`src/hdl/pbd_pkg.sv`:
```
// shared types, codes and keyword tables for the detokenizer
`timescale 1ns / 1ps

package pbd_pkg;

	localparam logic [1:0] KIND_CHAR = 2'd0;
	localparam logic [1:0] KIND_KEY  = 2'd1;
	localparam logic [1:0] KIND_LINE = 2'd2;
	localparam logic [1:0] KIND_EOL  = 2'd3;

	localparam logic [7:0] BYTE_CR     = 8'h0d;
	localparam logic [7:0] BYTE_QUOTE  = 8'h22;
	localparam logic [7:0] BYTE_COLON  = 8'h3a;
	localparam logic [7:0] BYTE_PREFIX = 8'h80;

	localparam logic [2:0] HDR_LEN    = 3'd4;
	localparam logic [2:0] HDR_LINE_LO = 3'd2;
	localparam logic [2:0] HDR_LINE_HI = 3'd3;

	localparam logic [1:0] MT_FIRST  = 2'd0;
	localparam logic [1:0] MT_SECOND = 2'd1;
	localparam logic [1:0] MT_THIRD  = 2'd2;

	typedef struct packed {
		logic        hit;
		logic [1:0]  kind;
		logic [15:0] value;
	} pbd_res_t;

	function automatic logic second_known(input logic [7:0] b);
		second_known = (b == 8'h80) || (b == 8'h81) ||
			(b >= 8'h84 && b <= 8'h92) || (b >= 8'h94 && b <= 8'hac) ||
			(b == 8'hb3) || (b == 8'hb6) || (b == 8'hb7);
	endfunction

	function automatic logic single_keyword(input logic [7:0] b);
		single_keyword = (b == 8'h2a) || (b == 8'h2b) || (b == 8'h2d) ||
			(b == 8'h2f) || (b == 8'h5e) || (b >= 8'h83 && b <= 8'h8b) ||
			(b >= 8'h9e && b <= 8'hab) || (b == 8'haf) || (b == 8'hb1) ||
			(b == 8'hb2) || (b >= 8'hc0 && b <= 8'hcb);
	endfunction

endpackage

```
`src/hdl/pbd_charmap.sv`:
```
// literal byte to unicode codepoint mapping per machine type
`timescale 1ns / 1ps

module pbd_charmap (
	input  logic [7:0]  data,
	input  logic [1:0]  machine_type,
	output logic [15:0] codepoint
);
	import pbd_pkg::*;

	logic [7:0] lower;
	logic       lower_hit;
	logic       alt;

	always_comb begin
		lower_hit = 1'b1;
		case (data)
			8'ha1: lower = 8'h61;
			8'h9a: lower = 8'h62;
			8'h9f: lower = 8'h63;
			8'h9c: lower = 8'h64;
			8'h92: lower = 8'h65;
			8'haa: lower = 8'h66;
			8'h97: lower = 8'h67;
			8'h98: lower = 8'h68;
			8'ha6: lower = 8'h69;
			8'haf: lower = 8'h6a;
			8'ha9: lower = 8'h6b;
			8'hb8: lower = 8'h6c;
			8'hb3: lower = 8'h6d;
			8'hb0: lower = 8'h6e;
			8'hb7: lower = 8'h6f;
			8'h9e: lower = 8'h70;
			8'ha0: lower = 8'h71;
			8'h9d: lower = 8'h72;
			8'ha4: lower = 8'h73;
			8'h96: lower = 8'h74;
			8'ha5: lower = 8'h75;
			8'hab: lower = 8'h76;
			8'ha3: lower = 8'h77;
			8'h9b: lower = 8'h78;
			8'hbd: lower = 8'h79;
			8'ha2: lower = 8'h7a;
			default: begin
				lower     = 8'h00;
				lower_hit = 1'b0;
			end
		endcase
	end

	always_comb begin
		alt = 1'b0;
		if (machine_type == MT_SECOND || machine_type == MT_THIRD) begin
			alt = (data == 8'h80) || (data == 8'h8b) || (data == 8'h90) ||
				(data == 8'h93) || (data == 8'h94) || (data == 8'hbe);
		end
		if (machine_type == MT_THIRD && (data == 8'h6c || data == 8'h7f)) begin
			alt = 1'b1;
		end
	end

	always_comb begin
		if (data >= 8'h20 && data <= 8'h5d) begin
			codepoint = {8'h00, data};
		end else if (lower_hit) begin
			codepoint = {8'h00, lower};
		end else if (alt) begin
			codepoint = {8'hf0, data};
		end else begin
			codepoint = {8'he0, data};
		end
	end

endmodule

```
`src/hdl/pbd_step.sv`:
```
// per-byte decode logic and line/mode state registers
`timescale 1ns / 1ps

module pbd_step (
	input  logic            clk,
	input  logic            arst_n,
	input  logic            en,
	input  logic [7:0]      data,
	input  logic            eof,
	input  logic [1:0]      machine_type,
	output pbd_pkg::pbd_res_t res
);
	import pbd_pkg::*;

	logic       in_string_q, in_remark_q, prefix_q;
	logic [2:0] hdr_cnt_q;
	logic [7:0] line_lo_q;

	logic       in_string_d, in_remark_d, prefix_d;
	logic [2:0] hdr_cnt_d;
	logic [7:0] line_lo_d;
	logic [15:0] cp;

	pbd_charmap u_charmap (
		.data         (data),
		.machine_type (machine_type),
		.codepoint    (cp)
	);

	always_comb begin
		in_string_d = in_string_q;
		in_remark_d = in_remark_q;
		prefix_d    = prefix_q;
		hdr_cnt_d   = hdr_cnt_q;
		line_lo_d   = line_lo_q;
		res.hit     = 1'b0;
		res.kind    = KIND_CHAR;
		res.value   = 16'h0000;
		if (prefix_q) begin
			prefix_d = 1'b0;
			if (second_known(data)) begin
				res.hit   = 1'b1;
				res.kind  = KIND_KEY;
				res.value = {BYTE_PREFIX, data};
				if (data == BYTE_PREFIX) begin
					in_remark_d = 1'b1;
				end
			end
		end else if (data == BYTE_CR && hdr_cnt_q == HDR_LEN) begin
			hdr_cnt_d   = 3'd0;
			in_string_d = 1'b0;
			in_remark_d = 1'b0;
			res.hit     = 1'b1;
			res.kind    = KIND_EOL;
		end else if (in_string_q) begin
			res.hit   = 1'b1;
			res.value = cp;
			if (data == BYTE_QUOTE) begin
				in_string_d = 1'b0;
			end
		end else if (in_remark_q) begin
			res.hit   = 1'b1;
			res.value = cp;
			if (data == BYTE_COLON) begin
				in_remark_d = 1'b0;
			end
		end else if (hdr_cnt_q < HDR_LEN) begin
			if (hdr_cnt_q == HDR_LINE_LO) begin
				line_lo_d = data;
			end
			hdr_cnt_d = hdr_cnt_q + 3'd1;
			if (hdr_cnt_q == HDR_LINE_HI) begin
				res.hit   = 1'b1;
				res.kind  = KIND_LINE;
				res.value = {data, line_lo_q};
			end
		end else if (data == BYTE_PREFIX) begin
			prefix_d = 1'b1;
		end else if (data == BYTE_QUOTE) begin
			in_string_d = 1'b1;
			res.hit     = 1'b1;
			res.value   = {8'h00, BYTE_QUOTE};
		end else if (single_keyword(data)) begin
			res.hit   = 1'b1;
			res.kind  = KIND_KEY;
			res.value = {8'h00, data};
		end else begin
			res.hit   = 1'b1;
			res.value = cp;
		end
	end

	always_ff @(posedge clk or negedge arst_n) begin
		if (!arst_n) begin
			in_string_q <= 1'b0;
			in_remark_q <= 1'b0;
			prefix_q    <= 1'b0;
			hdr_cnt_q   <= 3'd0;
			line_lo_q   <= 8'h00;
		end else if (en) begin
			if (eof) begin
				in_string_q <= 1'b0;
				in_remark_q <= 1'b0;
				prefix_q    <= 1'b0;
				hdr_cnt_q   <= 3'd0;
				line_lo_q   <= 8'h00;
			end else begin
				in_string_q <= in_string_d;
				in_remark_q <= in_remark_d;
				prefix_q    <= prefix_d;
				hdr_cnt_q   <= hdr_cnt_d;
				line_lo_q   <= line_lo_d;
			end
		end
	end

endmodule

```
`src/hdl/prefixed_basic_detokenizer_core.sv`:
```
// top level: input register, decode step and result register
//
// Accepts one program byte per cycle while results are taken and gives at
// most one result per byte. A byte is held in the input register, is decoded
// against the line and mode state, and its result is loaded into the output
// register when that register is empty or its result is being taken.
// Throughput is one byte per clock as long as results are taken; the input
// register lets a new byte in while a finished result waits at the output.
// Bytes that give no result (header bytes before the line number, the
// keyword prefix, unknown second keyword bytes) still pass through the input register and decode step.
// machine_type resets to 1 and is written by cfg_we/cfg_wdata; the user must
// write it only while the block is idle, which the block does not enforce.
`timescale 1ns / 1ps

module prefixed_basic_detokenizer_core (
	input  logic        clk,
	input  logic        arst_n,
	input  logic        cfg_we,
	input  logic [1:0]  cfg_wdata,
	input  logic        in_valid,
	output logic        in_ready,
	input  logic [7:0]  data_byte,
	input  logic        end_of_file,
	output logic        out_valid,
	input  logic        out_ready,
	output logic [1:0]  kind,
	output logic [15:0] value
);
	import pbd_pkg::*;

	logic [1:0] machine_type_q;
	logic       valid_s1;
	logic [7:0] data_s1;
	logic       eof_s1;
	logic       advance;
	logic       out_valid_q;
	logic [1:0] kind_q;
	logic [15:0] value_q;
	pbd_res_t   res;

	assign advance  = valid_s1 && (!out_valid_q || out_ready);
	assign in_ready = !valid_s1 || advance;

	always_ff @(posedge clk or negedge arst_n) begin
		if (!arst_n) begin
			machine_type_q <= MT_SECOND;
		end else if (cfg_we) begin
			machine_type_q <= cfg_wdata;
		end
	end

	always_ff @(posedge clk or negedge arst_n) begin
		if (!arst_n) begin
			valid_s1 <= 1'b0;
		end else if (in_ready) begin
			valid_s1 <= in_valid;
		end
	end

	always_ff @(posedge clk) begin
		if (in_ready && in_valid) begin
			data_s1 <= data_byte;
			eof_s1  <= end_of_file;
		end
	end

	pbd_step u_step (
		.clk          (clk),
		.arst_n       (arst_n),
		.en           (advance),
		.data         (data_s1),
		.eof          (eof_s1),
		.machine_type (machine_type_q),
		.res          (res)
	);

	always_ff @(posedge clk or negedge arst_n) begin
		if (!arst_n) begin
			out_valid_q <= 1'b0;
		end else if (advance) begin
			out_valid_q <= res.hit;
		end else if (out_ready) begin
			out_valid_q <= 1'b0;
		end
	end

	always_ff @(posedge clk) begin
		if (advance) begin
			kind_q  <= res.kind;
			value_q <= res.value;
		end
	end

	assign out_valid = out_valid_q;
	assign kind      = kind_q;
	assign value     = value_q;

endmodule

```
`config.mk`:
```
export PLATFORM = sky130hd
export DESIGN_NAME = prefixed_basic_detokenizer_core
export DESIGN_NICKNAME = d
export VERILOG_FILES = /design/src/hdl/pbd_pkg.sv /design/src/hdl/pbd_charmap.sv /design/src/hdl/pbd_step.sv /design/src/hdl/prefixed_basic_detokenizer_core.sv
export SDC_FILE = /design/constraint.sdc
export NUM_CORES = 1
export LEC_CHECK = 0
export ABC_CLOCK_PERIOD_IN_PS = 2500
export BUFFER_PORTS_ARGS = -buffer_cell sky130_fd_sc_hd__buf_2
export CAP_MARGIN = 20
export CORE_MARGIN = 3
export CORE_UTILIZATION = 55
export CTS_BUF_LIST = sky130_fd_sc_hd__clkbuf_8
export DETAILED_ROUTE_END_ITERATION = 12
export PLACE_DENSITY = 0.86
export SLEW_MARGIN = 40
export SYNTH_ARGS = -nofsm -noshare
export SYNTH_HDL_FRONTEND = slang
export SYNTH_SLANG_ARGS = --single-unit
```
`constraint.sdc`:
```
create_clock -name clk -period 2.5 [get_ports clk]
set_input_delay 0.25 -clock clk [delete_from_list [all_inputs] [get_ports clk]]
set_output_delay 0.25 -clock clk [all_outputs]
set_load 0.01 [all_outputs]
```
**Yosys cells after proc, flatten, opt, wreduce, memory -nomap -nowiden**

Index checks and enable logic that the tools add are counted.

- Output and inout port bits: 20
- Input bits: 16
- Register bits: 45
- Word-level logic and storage cells: 195

- Reductions and logical operators: 46
- Mux-type cells: 63
- $add $sub $neg: 1
- $lt $le $gt $ge: 13
- Eq/ne operators: 60

Operators with widths:

| operator | number |
|---|---|
| $eq 8x8->1 const B | 36 |
| $pmux 7 s26 | 1 |
| $mux 16 | 7 |
| $mux 19 | 5 |
| $mux 8 | 7 |
| $eq 8x6->1 const B | 6 |
| $ge 8x8->1 const B | 5 |
| $le 8x8->1 const B | 5 |
| $mux 1 | 32 |
| $reduce_or 26->1 | 1 |
| $logic_or 1x1->1 | 25 |
| $eq 8x7->1 const B | 3 |
| $mux 3 | 7 |
| $mux 13 | 1 |
| $ne 3x3->1 const B | 4 |
| $logic_and 1x1->1 | 10 |
| $eq 8x4->1 const B | 1 |
| $ge 8x6->1 const B | 1 |
| $le 8x7->1 const B | 1 |
| $ne 2x2->1 const B | 4 |
| $reduce_and 7->1 | 1 |
| $eq 3x2->1 const B | 2 |
| $mux 2 | 3 |
| $reduce_bool 2->1 | 3 |
| 11 further kinds | 12 |

**Logic depth before layout (Yosys ltp)**

- Depth in word-level cells: 20
- Mapped depth: 10
- Gate-level depth less buffers: 9

**Modules after synthesis**

A second synthesis with hierarchy kept.

- Cell total of the unflattened synthesis: 387
- Area, all modules: 3,502.1 µm²

By module, submodules not included:

| module | cells an instance | area each (µm²) | instances | sequential area each (µm²) |
|---|---|---|---|---|
| pbd_step | 212 | 1,626.6 | 1 | 350.3 |
| prefixed_basic_detokenizer_core | 40 | 989.7 | 1 | 912.1 |
| pbd_charmap | 135 | 885.8 | 1 | 0.0 |

**Worst setup path after synthesis**

No wires, ideal clock.

- Kind: reg-to-reg
- From: register data_s1[2]
- To: register value_q[3], in the netlist value[3] (data pin)
- Path buffers: 1
- Data arrival time: 2,173 ps
- Library setup time: 258 ps
- Data required time: 2,242 ps
- Period minus slack after synthesis: 2,431 ps
- Slack: 69 ps
- Stages on the path, launching flop included: 9
- Cells stage by stage: edfxtp_1 -> buf_6 -> or3_4 -> a2111oi_4 -> a21oi_2 -> nand4b_2 -> o21ai_1 -> or4_1 -> o2bb2ai_1

RTL lines:

| what | line | source |
|---|---|---|
| from (decl) | prefixed_basic_detokenizer_core.sv:33 | `logic [7:0] data_s1;` |
| from (signal assigned) | prefixed_basic_detokenizer_core.sv:62 | `data_s1 <= data_byte;` |
| to (signal assigned) | prefixed_basic_detokenizer_core.sv:90 | `value_q <= res.value;` |
| to (decl) | prefixed_basic_detokenizer_core.sv:38 | `logic [15:0] value_q;` |

==> results.cfg <==
[run_status]
outcome = complete, but fails checks
violations = negative setup slack

[pwr]
p_sw_mw = 1.09
p_leak_nw = 1.84
power_per_cell_area_nw_per_um2 = 656
pwr-share-comb = 0.431
p_seq_frac = 0.395
clkPwrFrac = 0.174
intPower_mw = 1.75
netSwitchingFraction = 0.383
vdd_drop_max_v = 0.000530

[floorplan]
rows = 27
die_h_um = 83.8
dieArea_sq_um = 7020
pin_count = 36
initial_utilization = 0.586
chipWidth_um = 83.8
coreArea_sq_um = 5680

[route]
first_pass_iters = 8
vias = 3596
wirelength_um = 10500
avgRoutedWirePerCell_um = 19.5
avgViaCountPerCell = 6.68
final_antenna_net_count = 0
remaining_drc_errors = 0
drt_iter0_markers = 607

[global_routing]
antenna_found_initial = 0
overflow = 0
grt_pass1_wl_um = 16700
grtUsageTotal = 0.296
grt_max_degree = 20
grt_pass1_vias = 3368

[yosys]
synth_cell_types = 79
ys_ff_latch = 45
synth-edff-count = 27
synth_top_area_share = 0.244
syn_area_sq_um = 3330
yosys_warnings = 0
syn_area_per_cell_sq_um = 9.09
ys.flop_type = edfxtp_1
yosysTopAreaCell = edfxtp_1
synthArstFlopShare = 0.400
synth_area_leaders = edfxtp_1, dfrtp_1, a21oi_1, o21ai_0, nor2_1
synthesis.nets = 388
netlist_instances = 366
seq_area_frac_synth = 0.379

[sta]
slew_headroom = 0.549
finalSetupViolCount = 2
timing.final.ws_setup_ps = -18.8
finalClockSkew_ps = 11.2
drv_slew = 0
post-route-period-util = 1.01
hold_viol_final = 0
min_period_ps = 2520
setup-tns-final_ps = -26.5
worst_pin_slew_ps = 675
rsz0062_at_grt = yes
fmax_mhz = 397

[worst_setup_path]
cp.required_ps = 2570
r2r_cells = 9
path_max_fanout = 14
timing.rr.end = value[4]$_DFFE_PP_
rrSetupSlack_ps = -20
timing_worst_setup_path_type = reg2reg
arrival_ps = 2580
cp-start-kind = flip-flop
setup.worst_path.end_class = flip-flop
r2r_start = data_s1[3]$_DFFE_PP_
setup.worst_path.start = data_s1[3]$_DFFE_PP_
crit_end = value[4]$_DFFE_PP_

[clocking]
tritoncts = yes
h-tree-depth = 2
cts_sinks = 45
clockBufferDepth = 2
cts-root-buf = clkbuf_8
cts_made_buffers = 5
clk_latency_ps = 310
clkTransAtPathRegs_ps = 100

[finish]
final_common_cell = buf_4
n_antenna_cell = 0
synthToLayoutAreaGrowth_pct = 29.8
layout-drive-gt1-share = 0.371
fin_nets = 487
multi_input_area_sq_um = 1970
finalNonFillerCells = 538
regArea_sq_um = 1260
layout_common_cells = buf_4, buf_2, a21oi_1
fill_cells = 395

[placed_design]
port_buffers = 35
placedCellCount = 519
place_congestion = 1.02
hpwlAfterDp_um = 7760
dp_slack_ps = -31.9

[min_path]
hold_class = in2reg
holdCritStartpoint = end_of_file

[flow_run]
max-cap-violations = 0
cell usage after synthesis (8+ instances only):
cell type / number
nand3_1: 10
o41ai_1: 8
o21ai_0: 24
a21oi_1: 33
dfrtp_1: 17
buf_2: 14
edfxtp_1: 27
nor3_1: 13
inv_1: 11
nor2_1: 31
nand2b_1: 8
nand2_1: 24
clkbuf_1: 8
per-stage QoR:
stage / instance area, sq um / utilization / hold slack (ps) / total power [mW]
4_1_cts: 4170 / 0.734 / 116 / 2.76
3_5_place_dp: 4000 / 0.704 / 195 / 2.26
5_1_grt: 4320 / 0.761 / 109 / 2.98
2_1_floorplan: 3330 / - / -45.6 / 1.80
3_3_place_gp: 4000 / 0.704 / 189 / 2.22
6_report: 4320 / 0.761 / 115 / 2.83
worst min-delay path by stage:
stage | to | slack [ps] | cells past startpoint
4_1_cts | data_s1[0]$_DFFE_PP_ | 120 | 1
3_5_place_dp | u_step.prefix_q$_DFFE_PN0P_ | 190 | 1
3_3_place_gp | u_step.in_string_q$_DFFE_PN0P_ | 190 | 1
5_1_grt | data_s1[1]$_DFFE_PP_ | 110 | 1
6_report | eof_s1$_DFFE_PP_ | 120 | 1
2_1_floorplan | machine_type_q[1]$_DFFE_PN0P_ | -50 | 0
power groups by stage:
stage	Sequential (mW)	Combinational, mW	Clock (mW)
floorplan	1.15	0.653	0
global placement	1.13	1.10	0
detailed placement	1.13	1.12	0
CTS	1.12	1.15	0.485
global route	1.14	1.32	0.524
finish	1.12	1.22	0.495
flip-flops by register name, indices dropped and copies added, names as in the netlist:
name                count
u_step.in_remark_q      1
machine_type_q          2
u_step.in_string_q      1
value                  16
u_step.line_lo_q        8
u_step.hdr_cnt_q        3
out_valid               1
data_s1                 8
valid_s1                1
eof_s1                  1
u_step.prefix_q         1
kind                    2
kinds of logic (layout without fill, tap and decap cells):
logic type | after synthesis | in the layout | share of synthesized area
and+or+nand+nor | 143 | 143 | 0.253
AOI/OAI and AO/OA | 124 | 124 | 0.261
DFF | 45 | 45 | 0.379
buffers and inverters | 44 | 144 | 0.0684
adders and majority gates | 6 | 6 | 0.0226
xor gates and xnor gates | 2 | 2 | 0.00527
muxes | 2 | 2 | 0.0102
final cells by class:
type                            instances  area share
Multi-Input combinational cell        277       0.455
Clock inverter                          3     0.00579
Tap cell                               72      0.0209
Sequential cell                        45       0.292
Inverter                               15      0.0130
Timing Repair Buffer                  121       0.197
Clock buffer                            5      0.0159
routing by layer:
layer / GRT usage / wire length, um / vias up
met5: 0 / 0 / -
met4: 0.101 / 405 / 0
met3: 0.0553 / 1270 / 49
met2: 0.471 / 4650 / 272
met1: 0.405 / 4160 / 1667
li1: - / - / 1608
what timing repair did:
action / CTS / global route
gates resized for setup: 8 / 24
hold buffers: 1 / 0
endpoints found under the setup margin: 5 / 18
cloned: 0 / 0
buffers inserted: 4 / 6
pin swaps: 7 / 6
hold endpoints to repair: 17 / 0
critical path, stage by stage, from the launching register on:
cell and delay [ps]:
edfxtp_1 480, buf_4 240, inv_1 230, nor3_1 110
a221oi_1 310, o32ai_2 180, buf_4 160, a311o_1 310
a21oi_1 160, o22ai_1 100
Power figures use the tool's default switching activity.
